[config.mk]
export PLATFORM = sky130hd
export DESIGN_NAME = pclb_div
export DESIGN_NICKNAME = d
export VERILOG_FILES = /design/src/hw/rtl/pclb_pkg.sv /design/src/hw/rtl/pclb_div.sv
export SDC_FILE = /design/constraint.sdc
export NUM_CORES = 1
export LEC_CHECK = 0
export BUFFER_PORTS_ARGS = -buffer_cell sky130_fd_sc_hd__clkbuf_2
export CAP_MARGIN = 20
export CORE_UTILIZATION = 61
export DETAILED_ROUTE_END_ITERATION = 7
export GPL_TIMING_DRIVEN = 0
export PLACE_DENSITY = 0.95
export SYNTH_ARGS = -nofsm -noshare
export SYNTH_HDL_FRONTEND = slang
export SYNTH_SLANG_ARGS = --single-unit
[constraint.sdc]
create_clock -name clk_i -period 4 [get_ports clk_i]
set_input_delay 0.6 -clock clk_i [delete_from_list [all_inputs] [get_ports clk_i]]
set_output_delay 0.6 -clock clk_i [all_outputs]
set_load 0.02 [all_outputs]
[src/hw/rtl/pclb_pkg.sv]
// Shared types, codes and defaults of the particle cell list binner.
package pclb_pkg;

  localparam int COORD_W = 23;
  localparam int POS_W   = 24;
  localparam int GRID_W  = 7;
  localparam int PID_W   = 16;

  localparam int DEF_MAX_COLUMNS    = 64;
  localparam int DEF_MAX_ROWS       = 64;
  localparam int DEF_SLOTS_PER_CELL = 16;
  localparam int DEF_BUCKET_SLOTS   = 64;
  localparam int DEF_ID_BITS        = 16;

  localparam logic [COORD_W-1:0] RST_AREA_WIDTH  = 23'd16384;
  localparam logic [COORD_W-1:0] RST_AREA_HEIGHT = 23'd16384;
  localparam logic [COORD_W-1:0] RST_CELL_SIZE   = 23'd256;
  localparam logic [GRID_W-1:0]  RST_CELLS       = 7'd64;

  typedef enum logic [2:0] {
    OP_INSERT = 3'd0,
    OP_REMOVE = 3'd1,
    OP_MOVE   = 3'd2,
    OP_NEIGH  = 3'd3,
    OP_SIZE   = 3'd4
  } op_e;

  typedef enum logic [1:0] {
    ST_OK        = 2'd0,
    ST_FULL      = 2'd1,
    ST_NOT_FOUND = 2'd2
  } status_e;

  typedef enum logic [2:0] {
    REG_AREA_WIDTH   = 3'd0,
    REG_AREA_HEIGHT  = 3'd1,
    REG_CELL_SIZE    = 3'd2,
    REG_CELLS_ACROSS = 3'd3,
    REG_CELLS_DOWN   = 3'd4
  } reg_e;

  typedef enum logic [3:0] {
    S_CLEAR, S_IDLE, S_LOC, S_DIV, S_FILL, S_FILLW, S_INS,
    S_SRD, S_SCMP, S_SHRD, S_SHWR, S_POST, S_EMIT, S_NEIGH
  } state_e;

  typedef enum logic [1:0] {
    OFF_MINUS, OFF_SAME, OFF_PLUS
  } off_e;

  typedef struct packed {
    logic [1:0]  status;
    logic [11:0] cell_index;
    logic        is_oob_bucket;
    logic        cell_valid;
    logic [16:0] in_bounds_total;
    logic [6:0]  oob_total;
    logic        last;
  } res_t;

  // Column offset of each neighbour in output order.
  function automatic off_e nb_dc(input logic [2:0] i);
    off_e o;
    unique case (i)
      3'd0, 3'd1, 3'd2: o = OFF_MINUS;
      3'd3, 3'd4:       o = OFF_SAME;
      default:          o = OFF_PLUS;
    endcase
    return o;
  endfunction

  // Row offset of each neighbour in output order.
  function automatic off_e nb_dr(input logic [2:0] i);
    off_e o;
    unique case (i)
      3'd0, 3'd3, 3'd7: o = OFF_MINUS;
      3'd1, 3'd6:       o = OFF_SAME;
      default:          o = OFF_PLUS;
    endcase
    return o;
  endfunction

endpackage

[src/hw/rtl/pclb_div.sv]
// Restoring divider, one quotient bit per cycle, for coordinate over cell size.
module pclb_div import pclb_pkg::*; (
  input  logic               clk_i,
  input  logic               rst_ni,
  input  logic               start_i,
  input  logic [COORD_W-1:0] dividend_i,
  input  logic [COORD_W-1:0] divisor_i,
  output logic               done_o,
  output logic [COORD_W-1:0] quotient_o
);

  localparam int CNT_W = $clog2(COORD_W + 1);

  logic             busy_q, busy_d, done_q, done_d;
  logic [CNT_W-1:0] cnt_q, cnt_d;
  logic [COORD_W:0] rem_q, rem_d, rem_sh;
  logic [COORD_W-1:0] quo_q, quo_d, dvs_q, dvs_d;

  always_comb begin
    busy_d = busy_q;
    done_d = 1'b0;
    cnt_d  = cnt_q;
    rem_d  = rem_q;
    quo_d  = quo_q;
    dvs_d  = dvs_q;
    rem_sh = {rem_q[COORD_W-1:0], quo_q[COORD_W-1]};
    if (start_i) begin
      busy_d = 1'b1;
      cnt_d  = CNT_W'(COORD_W);
      rem_d  = '0;
      quo_d  = dividend_i;
      dvs_d  = divisor_i;
    end else if (busy_q) begin
      if (rem_sh >= {1'b0, dvs_q}) begin
        rem_d = rem_sh - {1'b0, dvs_q};
        quo_d = {quo_q[COORD_W-2:0], 1'b1};
      end else begin
        rem_d = rem_sh;
        quo_d = {quo_q[COORD_W-2:0], 1'b0};
      end
      cnt_d = cnt_q - 1'b1;
      if (cnt_q == CNT_W'(1)) begin
        busy_d = 1'b0;
        done_d = 1'b1;
      end
    end
  end

  always_ff @(posedge clk_i or negedge rst_ni) begin
    if (!rst_ni) begin
      busy_q <= 1'b0;
      done_q <= 1'b0;
      cnt_q  <= '0;
    end else begin
      busy_q <= busy_d;
      done_q <= done_d;
      cnt_q  <= cnt_d;
    end
  end

  always_ff @(posedge clk_i) begin
    rem_q <= rem_d;
    quo_q <= quo_d;
    dvs_q <= dvs_d;
  end

  assign done_o     = done_q;
  assign quotient_o = quo_q;

endmodule

==> metrics.md, run 1 <==
| Metric | Value |
|---|---|
| Avg Vias per Cell | 6.00 |
| Die area | around 0.0076 mm² |
| Layout Cells excl Fill | 600 |
| Met3 WL | roughly 750 µm |
| Area leader, netlist | edfxtp_1 |
| Yosys top cell area share | 31.3% |
| RSZ-0062 raised after global routing | false |
| Largest net degree at the start of global routing | 25 |
| Synth cell count leaders | edfxtp_1, nor2_1, inv_1 |
| Buffers added on ports | 72 |
| DP HPWL | 7.48 mm |
| Post-route DRC | 0 |
| WL final | 10.5 mm |
| Final period util | 71.8% |
| Avg Inst Size Synth | ~11 µm² |
| Max layer used | met4 |
| Metal2 WL | roughly 5 mm |
| Dpl cells | 584 |
| Ys async rst share | 9.21% |
| CP Max Fanout | 5 |
| Crit path arrival time | 3.16 ns |
| Reg2reg setup slack | 1.13 ns |
| Worst setup SP type | flip-flop |
| Main synth FF type | edfxtp_1 |
| Max Slew Vio Count | 0 |
| Final Wtd Congestion | 0.931 |
| Initial core utilization | 64.2% |
| Worst-case clock buffer depth | 2 |
| Routed vias | ~3600 |
| CTS tree | done |
| Tot Pwr | 1.84 mW |
| Post-synth cell types | 60 |
| Root Driver | clkbuf_8 |
| Routed Antenna Nets | 0 |
| GRT overflow | 0 |
| NumNets Final | 574 |
| Power Dens Cells | 361 mW/mm² |
| Seq/Total Area, Yosys | roughly 46% |
| Width of the die | a little under 90 µm |
| Finish-stage setup viols | 0 |
| Ratio of cells with drive above 1 in the final layout | 26.0% |
| Worst-path clk slew | 0.08 ns |
| Number of H-tree levels | 3 |
| Num ports | 73 |
| Total clock sinks | 76 |
| Clk Latency, worst-skew pair | 0.36 ns |
| Hold_buf cts | 0 |
| Setup TNS | 0 ns |
| Initial antenna violation count | 0 |
| Number of gates resized after cts | 0 |
| Tot GR Track Use | 30.0% |
| Most common cell in the synthesized netlist | edfxtp_1 |
| Layout area overhead | 15.8% |
| Status | completed |
| Row cnt | 30 |
| Number of flops mapped to enable cells by yosys | 46 |
| RR Endpoint | rem_q[22] |
| Num CTS Buffers | 9 |
| Die height | 87.0 µm |
| Critical Path RT | ~4.3 ns |
| Fmax | approximately 0.35 GHz |
| Post-synthesis net count | 491 |
| Worst VDD drop | around 0.00026 V |
| DRT iter0 DRCs | 364 |
| Core ar. | 0.00687 mm² |
| M1 wire length | between 4 and 5 mm |
| Min cycle time layout | around 2.9 ns |
| Post-Syn Area | 0.00441 mm² |
| Drt first pass iters | 6 |
| Number of global-route vias before repair | 3604 |
| Area contributors post-synth | edfxtp_1, dfxtp_1, ha_1 |
| Antenna fix cells | 0 |
| Maxcap violations | 0 |
| Post-Synthesis Cells | 416 |
| Hold Crit Class | input port to async pin |
| Final Hold Fails | 0 |
| Critical path capture point type | flip-flop |
| First-pass GRT wire length | 16.9 mm |
| Worst slew pin tran | 0.843 ns |
| Slew HR | 43.7% |
| Leak pwr | 2.18 nW |
| Seq cells post-synth | 76 |
| Ys Warns | 0 |
| Clock skew | roughly 0.013 ns |
| Routed wire per std cell | 17.5 µm |
| Worst Reg-to-Reg Cells | 10 |
| Reg2reg start | quotient_o[22] |
| CP Class | flip-flop to flip-flop |
| Setup bufs post-CTS | 0 |
-- state kept, by name (all words and copies together), names as in the netlist --
signal and flops:
cnt_q 5, busy_q 1, done_o 1, dvs_q 23, rem_q 23, quotient_o 23
-- layout by cell type, fill, tap and decap left out, drive strengths merged, types with 6 or more instances in the layout --
| cell | n |
|---|---|
| buf | 9 |
| dfrtp | 7 |
| nor2 | 37 |
| nand2b | 9 |
| a32oi | 7 |
| ha | 25 |
| clkbuf | 94 |
| dfxtp | 23 |
| o21ai | 20 |
| a211oi | 11 |
| a21oi | 24 |
| a21o | 11 |
| nand2 | 19 |
| xor2 | 8 |
| mux2 | 23 |
| inv | 31 |
| mux2i | 7 |
| edfxtp | 46 |
| a31oi | 6 |
| nand3 | 8 |
| xnor2 | 14 |
-- power by group --
group	internal (mW)	switching, mW	leakage (nW)
clock	0.351	0.306	0.102
sequential	0.884	0.0268	0.732
combinational	0.115	0.161	1.35
total	1.35	0.493	2.18
-- critical path, stage by stage (launching register included) --
cell and delay, ns:
edfxtp_1 0.43, inv_1 0.07, ha_1 0.22, fa_1 0.40, nand2b_1 0.21, a21oi_4 0.24
a31oi_4 0.17, o31ai_2 0.45, a2111oi_0 0.18, a211o_1 0.27, o211ai_1 0.15
-- metrics by stage --
step | worst slack, ns | hold slack [ns] | instance area [µm²] | utilization (%)
CTS | 1.15 | 0.0555 | 5100 | 74.3
global placement | 0.862 | 0.438 | 4890 | 71.1
detailed placement | 0.733 | 0.444 | 4890 | 71.1
finish | 1.13 | 0.0589 | 5100 | 74.3
floorplan | 1.47 | 0.304 | 4410 | -
global route | 0.974 | 0.0595 | 5100 | 74.3
-- final cells by class --
| cell class | count | area [µm²] |
|---|---|---|
| Timing Repair Buffer | 72 | 360 |
| Buffer | 21 | 108 |
| Tap cell | 96 | 120 |
| Fill cell | 485 | 1770 |
| Inverter | 31 | 116 |
| Sequential cell | 76 | 2020 |
| Clock buffer | 10 | 128 |
| Clock inverter | 6 | 88.8 |
| Multi-Input combinational cell | 288 | 2170 |
-- logic make-up after synthesis --
logic type,synth area share [%]
adders and majority gates,7.55
DFF,45.8
xor gates and xnor gates,4.37
AOI/OAI and AO/OA,19.0
muxes,7.47
buffers and inverters,5.08
and+or+nand+nor,10.8
-- per-layer routing --
metal | global-route usage (%) | vias to the layer above
met1 | 36.4 | 1700
met2 | 50.1 | 163
met5 | 0 | -
li1 | - | 1703
met3 | 8.25 | 35
met4 | 13.2 | 0
-- worst max path at each step --
stage,from,to,cells past startpoint
finish,quotient_o[22],rem_q[22],10
global route,start_i,quotient_o[20],5
floorplan,quotient_o[22],rem_q[13],11
global placement,start_i,quotient_o[22],5
CTS,start_i,quotient_o[0],5
detailed placement,start_i,quotient_o[19],5
Note: power is estimated with default switching activity, not from simulation.
==> inputs of run 2 (changes only) <==
--- a/config.mk
+++ b/config.mk
@@ -5,12 +5,13 @@
 export SDC_FILE = /design/constraint.sdc
 export NUM_CORES = 1
 export LEC_CHECK = 0
+export ABC_AREA = 1
 export BUFFER_PORTS_ARGS = -buffer_cell sky130_fd_sc_hd__clkbuf_2
 export CAP_MARGIN = 20
-export CORE_UTILIZATION = 61
+export CORE_UTILIZATION = 52
 export DETAILED_ROUTE_END_ITERATION = 7
 export GPL_TIMING_DRIVEN = 0
-export PLACE_DENSITY = 0.95
+export PLACE_DENSITY = 0.89
 export SYNTH_ARGS = -nofsm -noshare
 export SYNTH_HDL_FRONTEND = slang
 export SYNTH_SLANG_ARGS = --single-unit
==> constraint.sdc (replaced) <==
create_clock -name clk_i -period 2.62 [get_ports clk_i]
set_input_delay 0.393 -clock clk_i [delete_from_list [all_inputs] [get_ports clk_i]]
set_output_delay 0.393 -clock clk_i [all_outputs]
set_load 0.02 [all_outputs]
==> run 2 against run 1 <==
Sequential cell count stayed put. Critical path depth is 5 higher. Area after synthesis is 7.7% higher. Clock-buffer cell count is 1 lower. Largest cell class unchanged. Global-route usage is 6.6 points lower. Combinational power grew to 7.6 times the previous value. Design area is 7.3% higher. Worst hold slack better by 0.13 ns. Non-clock buffer count is 7 lower. Wire length is 0.96% higher. Largest power group is now combinational cells. Register-to-register slack worse by 0.91 ns.
==> metrics.md, run 2 <==
| Metric | Value |
|---|---|
| Status | completed (unchanged) |
| Slew HR | 54.7% (was 43.7%) |
| WL final | 10.6 mm (was 10.5 mm) |
| Routed wire per std cell | 12.2 µm (was 17.5 µm) |
| Ratio of cells with drive above 1 in the final layout | 14.9% (was 26.0%) |
| Layout Cells excl Fill | 871 (was 600) |
| Buffers added on ports | 72 (unchanged) |
| Worst Reg-to-Reg Cells | 15 (was 10) |
| RSZ-0062 raised after global routing | false (unchanged) |
| Worst setup endpoint | rem_q[13] (was rem_q[22]) |
| Comb pwr share | 44.7% (was 15.0%) |
| Ys Warns | 0 (unchanged) |
| Finish-stage setup viols | 0 (unchanged) |
| Worst VDD drop | 0.000357 V (was 0.000263 V) |
| Number of flops mapped to enable cells by yosys | 46 (unchanged) |
| Final period util | 91.7% (was 71.8%) |
| Routed vias | 4315 (was 3601) |
| Post-route DRC | 0 (unchanged) |
| Ys async rst share | 9.21% (unchanged) |
| Crit path arrival time | 2.72 ns (was 3.16 ns) |
| Commonest cells after routing, fill and taps aside | nand2_1, inv_1, clkbuf_2 (was clkbuf_2, edfxtp_1, nor2_1) |
| First-pass GRT wire length | 18.0 mm (was 16.9 mm) |
| Crit path top cell by count | nand2_1 |
| Critical Path RT | 2.93 ns (was 4.29 ns) |
| Num ports | 73 (unchanged) |
| Seq cells post-synth | 76 (unchanged) |
| Final Hold Fails | 0 (unchanged) |
| Worst setup SP type | flip-flop (unchanged) |
| NetSw | 2.00 mW (was 493 µW) |
| Row cnt | 34 (was 30) |
| Fmax | 0.416 GHz (was 0.348 GHz) |
| Clk Latency, worst-skew pair | 0.37 ns (was 0.36 ns) |
| Top delay family on crit path | simple AND/OR/NAND/NOR gates (was compound AO/OA/AOI/OAI gates) |
| CP Buf/Inv Count | 3 (was 1) |
| CP Class | flip-flop to flip-flop (unchanged) |
| Leak pwr | 2.95 nW (was 2.18 nW) |
| Main synth FF type | edfxtp_1 (unchanged) |
| DRT iter0 DRCs | 181 (was 364) |
| Setup TNS | 0 ns (unchanged) |
| Critical path capture point type | flip-flop (unchanged) |
| Setup bufs post-CTS | 0 (unchanged) |
| Power Dens Cells | 861 mW/mm² (was 361 mW/mm²) |
| Final Wtd Congestion | 0.960 (was 0.931) |
| Worst-path clk slew | 0.10 ns (was 0.08 ns) |
| Initial antenna violation count | 0 (unchanged) |
| NumNets Final | 833 (was 574) |
| Worst-case clock buffer depth | 2 (unchanged) |
| Largest net degree at the start of global routing | 26 (was 25) |
| Number of H-tree levels | 3 (unchanged) |
| Die height | 97.5 µm (was 87.0 µm) |
| Synth cell count leaders | nand2_1, inv_1, nor2_1 (was edfxtp_1, nor2_1, inv_1) |
| Post-synthesis net count | 748 (was 491) |
| Tot GR Track Use | 23.4% (was 30.0%) |
| Drt first pass iters | 5 (was 6) |
| Avg Vias per Cell | 4.95 (was 6.00) |
| Layout area overhead | 15.4% (was 15.8%) |
| Highest cell delay on the worst timing path | 0.41 ns (was 0.45 ns) |
| Area leader, netlist | edfxtp_1 (unchanged) |
| DP HPWL | 7.91 mm (was 7.48 mm) |
| Int Power | 2.71 mW (was 1.35 mW) |
| Initial core utilization | 54.1% (was 64.2%) |
| Post-Synthesis Cells | 673 (was 416) |
| Num CTS Buffers | 9 (unchanged) |
| Total clock sinks | 76 (unchanged) |
| Number of global-route vias before repair | 4086 (was 3604) |
| Stages on worst setup path | 15 (was 10) |
| Reg2reg start | quotient_o[22] (unchanged) |
| Power share of the clock group | 21.0% (was 35.6%) |
| Yosys top cell area share | 29.1% (was 31.3%) |
| Reg2reg setup slack | 0.22 ns (was 1.13 ns) |
| CP Max Fanout | 10 (was 5) |
| Most common cell in the synthesized netlist | nand2_1 (was edfxtp_1) |
| Dpl cells | 853 (was 584) |
| Clock skew | 0.0178 ns (was 0.0134 ns) |
| Critical path, cell by cell | inv_1 -> ha_1 -> fa_1 -> inv_1 -> nand2_1 -> nand2_1 -> nand3_1 -> nand2_2 -> nand2_1 -> nand4_2 -> buf_2 -> nor2_1 -> nor2_1 -> nand2_1 -> nand2_1 (was inv_1 -> ha_1 -> fa_1 -> nand2b_1 -> a21oi_4 -> a31oi_4 -> o31ai_2 -> a2111oi_0 -> a211o_1 -> o211ai_1) |
| Routed Antenna Nets | 0 (unchanged) |
| Post-synth cell types | 32 (was 60) |
| Setup crit start | quotient_o[22] (unchanged) |
| Antenna fix cells | 0 (unchanged) |
| Maxcap violations | 0 (unchanged) |
| Area contributors post-synth | edfxtp_1, nand2_1, dfxtp_1 (was edfxtp_1, dfxtp_1, ha_1) |
| Max Slew Vio Count | 0 (unchanged) |
| Seq/Total Area, Yosys | 42.5% (was 45.8%) |
| Avg Inst Size Synth | 7.05 µm² (was 10.6 µm²) |
| Hold_sp | divisor_i[7] |
| Min cycle time layout | 2.40 ns (was 2.87 ns) |
| Crit path max-delay cell type | fa_1 (was o31ai_2) |
| Die area | 0.00951 mm² (was 0.00757 mm²) |
| GRT overflow | 0 (unchanged) |
| Hold Crit Class | input port to flip-flop (was input port to async pin) |
| Worst slew pin tran | 0.679 ns (was 0.843 ns) |
| Commonest non-fill, non-tap cell in the layout | nand2_1 (was clkbuf_2) |
| RR Endpoint | rem_q[13] (was rem_q[22]) |
| Seq pwr share | 34.3% (was 49.4%) |
| Width of the die | 97.5 µm (was 87.0 µm) |
| Core ar. | 0.00876 mm² (was 0.00687 mm²) |
| Root Driver | clkbuf_8 (unchanged) |
| Post-Syn Area | 0.00474 mm² (was 0.00441 mm²) |
| CTS tree | done (unchanged) |
| Net Sw Frac | 42.4% (was 26.7%) |
-- run 2: cell count changes in the layout (fill, tap and decap cells not counted), sizes merged, moves of 8 or more --
cell / previous run / this run
nand3: 8 / 28
o21ai: 20 / 7
nand2b: 9 / 0
inv: 31 / 104
a21o: 11 / 0
nor2: 37 / 77
a211oi: 11 / 0
a21oi: 24 / 16
mux2: 23 / 0
nand2: 19 / 296
-- run 2: what timing repair did --
| item | in CTS | in global routing |
|---|---|---|
| setup endpoints to repair | 23 | 0 |
| hold endpoints to repair | 7 | 0 |
| hold buffers | 1 | 0 |
| resized for setup | 3 | 0 |
-- run 2: through the flow --
step	util, %	power, mW	area, µm²	hold WS (ns)	worst slack, ns
after floorplan	-	3.24	4740	0.0974	0.463
after global placement	59.8	3.67	5240	0.238	-0.464
after detailed placement	59.8	3.70	5240	0.242	-0.538
after CTS	62.5	4.71	5470	0.189	0.188
after global routing	62.5	5.08	5470	0.182	0.00274
final	62.5	4.71	5470	0.193	0.217
-- run 2: cells by family after synthesis --
family | share of synthesized area [%]
flip-flops | 42.5
buffers and inverters | 9.55
AND/OR/NAND/NOR | 36.0
AO/OA/AOI/OAI | 3.06
adder cells (fa/ha/maj) | 7.01
XOR/XNOR | 1.85
-- run 2: how the worst min path moves through the flow --
| stage | to | cells past startpoint | slack (ns) |
|---|---|---|---|
| 6_report | dvs_q[7] | 1 | 0.19 |
| 5_1_grt | dvs_q[7] | 1 | 0.18 |
| 4_1_cts | dvs_q[6] | 1 | 0.19 |
| 3_5_place_dp | cnt_q[4] | 1 | 0.24 |
| 3_3_place_gp | cnt_q[3] | 1 | 0.24 |
| 2_1_floorplan | busy_q | 0 | 0.1 |
-- run 2: power by group through the flow --
stage	logic (mW)	registers [mW]	clock network, mW
2_1_floorplan	1.59	1.65	0
3_3_place_gp	2.04	1.63	0
3_5_place_dp	2.07	1.63	0
4_1_cts	2.09	1.61	1.00
5_1_grt	2.38	1.64	1.06
6_report	2.11	1.61	0.991
-- run 2: final cells by class --
cell class                      count  area [µm²]
Multi-Input combinational cell    484        2270
Sequential cell                    76        2020
Tap cell                          108         135
Fill cell                         784        3290
Clock inverter                      7        87.6
Inverter                          100         379
Buffer                             13        78.8
Clock buffer                        9         124
Timing Repair Buffer               73         370
Timing Repair inverter              1        7.51
-- run 2: worst reg2reg max path, delay by kind of cell, from the launching register on --
family,cells,cell delay [ns]
fa+ha+maj,2,0.63
buf+inv,3,0.41
flops,1,0.39
simple gates,10,0.93
-- run 2: layer usage --
layer,routed length [µm],global-route usage (%),part of all wire (%),up-vias
met1,4760,28.7,45,1908
met5,0,0,0,-
met2,4930,39.3,46,134
li1,-,-,-,2251
met4,233,7.47,2.2,0
met3,709,7.05,6.7,22
==> inputs of run 3 (changes only) <==
--- a/config.mk
+++ b/config.mk
@@ -11,7 +11,7 @@
 export CORE_UTILIZATION = 52
 export DETAILED_ROUTE_END_ITERATION = 7
 export GPL_TIMING_DRIVEN = 0
-export PLACE_DENSITY = 0.89
+export PLACE_DENSITY = 0.83
 export SYNTH_ARGS = -nofsm -noshare
 export SYNTH_HDL_FRONTEND = slang
 export SYNTH_SLANG_ARGS = --single-unit
==> run 3 against run 2 <==
Via count is 0.23% lower. Critical path depth is 10 lower. Clock skew is 0.011 ns lower. Wire length is 0.63% higher. Die area stayed put. Setup slack worse by 0.010 ns. Combinational power hardly changed. Global-route usage is 0.32 points higher. Utilization is 0.13 points higher. Sequential share of layout area is 0.076 points lower. Critical endpoint is now quotient_o[17]. Largest power group unchanged.
==> metrics.md, run 3 (synthesis gave the netlist of run 2 again) <==
| Metric | Value |
|---|---|
| Number of global-route vias before repair | 4076 (was 4086) |
| Largest net degree at the start of global routing | 26 (unchanged) |
| Core ar. | 0.00876 mm² (unchanged) |
| Power Dens Cells | 867 mW/mm² (was 861 mW/mm²) |
| Clock skew | 0.00682 ns (was 0.0178 ns) |
| Hold_sp | divisor_i[13] (was divisor_i[7]) |
| Worst VDD drop | 0.000525 V (was 0.000357 V) |
| CP Class | input port to flip-flop (was flip-flop to flip-flop) |
| Layout area overhead | 15.6% (was 15.4%) |
| Seq pwr share | 33.9% (was 34.3%) |
| Status | completed (unchanged) |
| Reg2reg setup slack | 0.24 ns (was 0.22 ns) |
| CP Max Fanout | 25 (was 10) |
| DP HPWL | 8.08 mm (was 7.91 mm) |
| Die area | 0.00951 mm² (unchanged) |
| Root Driver | clkbuf_8 (unchanged) |
| Min Hold Slack | 0.200 ns (was 0.193 ns) |
| Crit path top cell by count | clkbuf_2 (was nand2_1) |
| Min cycle time layout | 2.41 ns (was 2.40 ns) |
| Ratio of cells with drive above 1 in the final layout | 14.8% (was 14.9%) |
| GRT overflow | 0 (unchanged) |
| WHS Path Cells | 1 (unchanged) |
| Maxcap violations | 0 (unchanged) |
| Tot GR Track Use | 23.7% (was 23.4%) |
| Slew HR | 54.9% (was 54.7%) |
| Commonest non-fill, non-tap cell in the layout | nand2_1 (unchanged) |
| NetSw | 1.97 mW (was 2.00 mW) |
| CP Buf/Inv Count | 4 (was 3) |
| First-pass GRT wire length | 18.2 mm (was 18.0 mm) |
| Worst setup endpoint | quotient_o[17] (was rem_q[13]) |
| Antenna fix cells | 0 (unchanged) |
| Final Wtd Congestion | 0.925 (was 0.960) |
| Max Slew Vio Count | 0 (unchanged) |
| Drt first pass iters | 5 (unchanged) |
| Final period util | 92.1% (was 91.7%) |
| RR Endpoint | rem_q[0] (was rem_q[13]) |
| Top delay family on crit path | buffers and inverters (was simple AND/OR/NAND/NOR gates) |
| Area of the multi-input gates | 0.00227 mm² (unchanged) |
| Initial core utilization | 54.1% (unchanged) |
| Power share of the clock group | 21.6% (was 21.0%) |
| Setup crit start | start_i (was quotient_o[22]) |
| Routed vias | 4305 (was 4315) |
| Highest cell delay on the worst timing path | 0.49 ns (was 0.41 ns) |
| DRT iter0 DRCs | 213 (was 181) |
| Leak pwr | 2.94 nW (was 2.95 nW) |
| Worst setup SP type | input port (was flip-flop) |
| Finish-stage setup viols | 0 (unchanged) |
| Tot Pwr | 4.76 mW (was 4.71 mW) |
| Width of the die | 97.5 µm (unchanged) |
| Stages on worst setup path | 5 (was 15) |
| Num CTS Buffers | 9 (unchanged) |
| Crit path max-delay cell type | nor2_1 (was fa_1) |
| Crit path arrival time | 2.45 ns (was 2.72 ns) |
| Num ports | 73 (unchanged) |
| CTS tree | done (unchanged) |
| Routed Antenna Nets | 0 (unchanged) |
| Critical path capture point type | flip-flop (unchanged) |
| Net Sw Frac | 41.3% (was 42.4%) |
| Initial antenna violation count | 0 (unchanged) |
| Setup bufs post-CTS | 0 (unchanged) |
| Placed Area | 0.00524 mm² (unchanged) |
| RSZ-0062 raised after global routing | false (unchanged) |
| Avg Vias per Cell | 4.94 (was 4.95) |
| Hold Crit Class | input port to flip-flop (unchanged) |
| Reg2reg start | quotient_o[22] (unchanged) |
| Critical Path RT | 2.66 ns (was 2.93 ns) |
| Commonest cells after routing, fill and taps aside | nand2_1, inv_1, clkbuf_2 (unchanged) |
| Number of H-tree levels | 3 (unchanged) |
| Worst slew pin tran | 0.676 ns (was 0.679 ns) |
| Routed wire per std cell | 12.3 µm (was 12.2 µm) |
| Critical path, cell by cell | clkbuf_2 -> clkbuf_1 -> nor2_1 -> clkbuf_2 -> clkinvlp_4 (was inv_1 -> ha_1 -> fa_1 -> inv_1 -> nand2_1 -> nand2_1 -> nand3_1 -> nand2_2 -> nand2_1 -> nand4_2 -> buf_2 -> nor2_1 -> nor2_1 -> nand2_1 -> nand2_1) |
| Int Power | 2.79 mW (was 2.71 mW) |
| Die height | 97.5 µm (unchanged) |
| Fillers | 804 (was 784) |
| Clk Latency, worst-skew pair | 0.36 ns (was 0.37 ns) |
| Worst-case clock buffer depth | 2 (unchanged) |
| Register area | 0.00202 mm² (unchanged) |
| Worst Reg-to-Reg Cells | 15 (unchanged) |
| Post-route DRC | 0 (unchanged) |
| Row cnt | 34 (unchanged) |
| NumNets Final | 833 (unchanged) |
| Final Hold Fails | 0 (unchanged) |
| Fmax | 0.414 GHz (was 0.416 GHz) |
| Worst-path clk slew | 0.09 ns (was 0.10 ns) |
| WL final | 10.7 mm (was 10.6 mm) |
| Comb pwr share | 44.4% (was 44.7%) |
| Buffers added on ports | 72 (unchanged) |
| Total clock sinks | 76 (unchanged) |
| Fin area | 0.00549 mm² (was 0.00547 mm²) |
-- run 3: through the flow --
stage               setup WS, ns  util, %  TNS, ns  instances
global route              0.0300     62.6        0        871
floorplan                  0.463        -        0        673
global placement          -0.477     59.8   -10.95        853
CTS                        0.178     62.6        0        871
finish                     0.207     62.6        0        871
detailed placement        -0.496     59.8   -11.38        853
-- run 3: final cells by class --
| type | count | share of cell area, % |
|---|---|---|
| inverter | 100 | 6.91 |
| timing repair buffer | 73 | 6.75 |
| buffer | 13 | 1.44 |
| timing repair inverter | 1 | 0.137 |
| sequential | 76 | 36.8 |
| tap | 108 | 2.46 |
| clock buffer | 9 | 2.26 |
| multi-input combinational | 484 | 41.5 |
| clock inverter | 7 | 1.80 |
-- run 3: metal layers --
metal  vias up  wire, µm  global-route usage (%)
met1      1911      4950                    30.4
met2       127      4900                    39.9
met4         0       249                    8.60
met3        19       589                    4.32
li1       2248         -                       -
met5         -         0                       0
-- run 3: worst min path at each step --
stage	to	slack [ns]
after global routing	dvs_q[18]	0.18
after detailed placement	cnt_q[4]	0.24
after CTS	dvs_q[18]	0.19
after floorplan	busy_q	0.1
after global placement	cnt_q[4]	0.23
final	dvs_q[13]	0.20
-- run 3: what timing repair did --
| action | in CTS | in global routing |
|---|---|---|
| gates resized for setup | 3 | 0 |
| hold endpoints to repair | 7 | 0 |
| hold buffers | 1 | 0 |
| endpoints found under the setup margin | 23 | 0 |
-- run 3: power groups by stage --
stage	registers, mW	clock network [mW]	logic, mW
floorplan	1.65	0	1.59
global placement	1.63	0	2.05
detailed placement	1.64	0	2.08
CTS	1.61	1.04	2.10
global route	1.64	1.09	2.41
finish	1.61	1.03	2.11
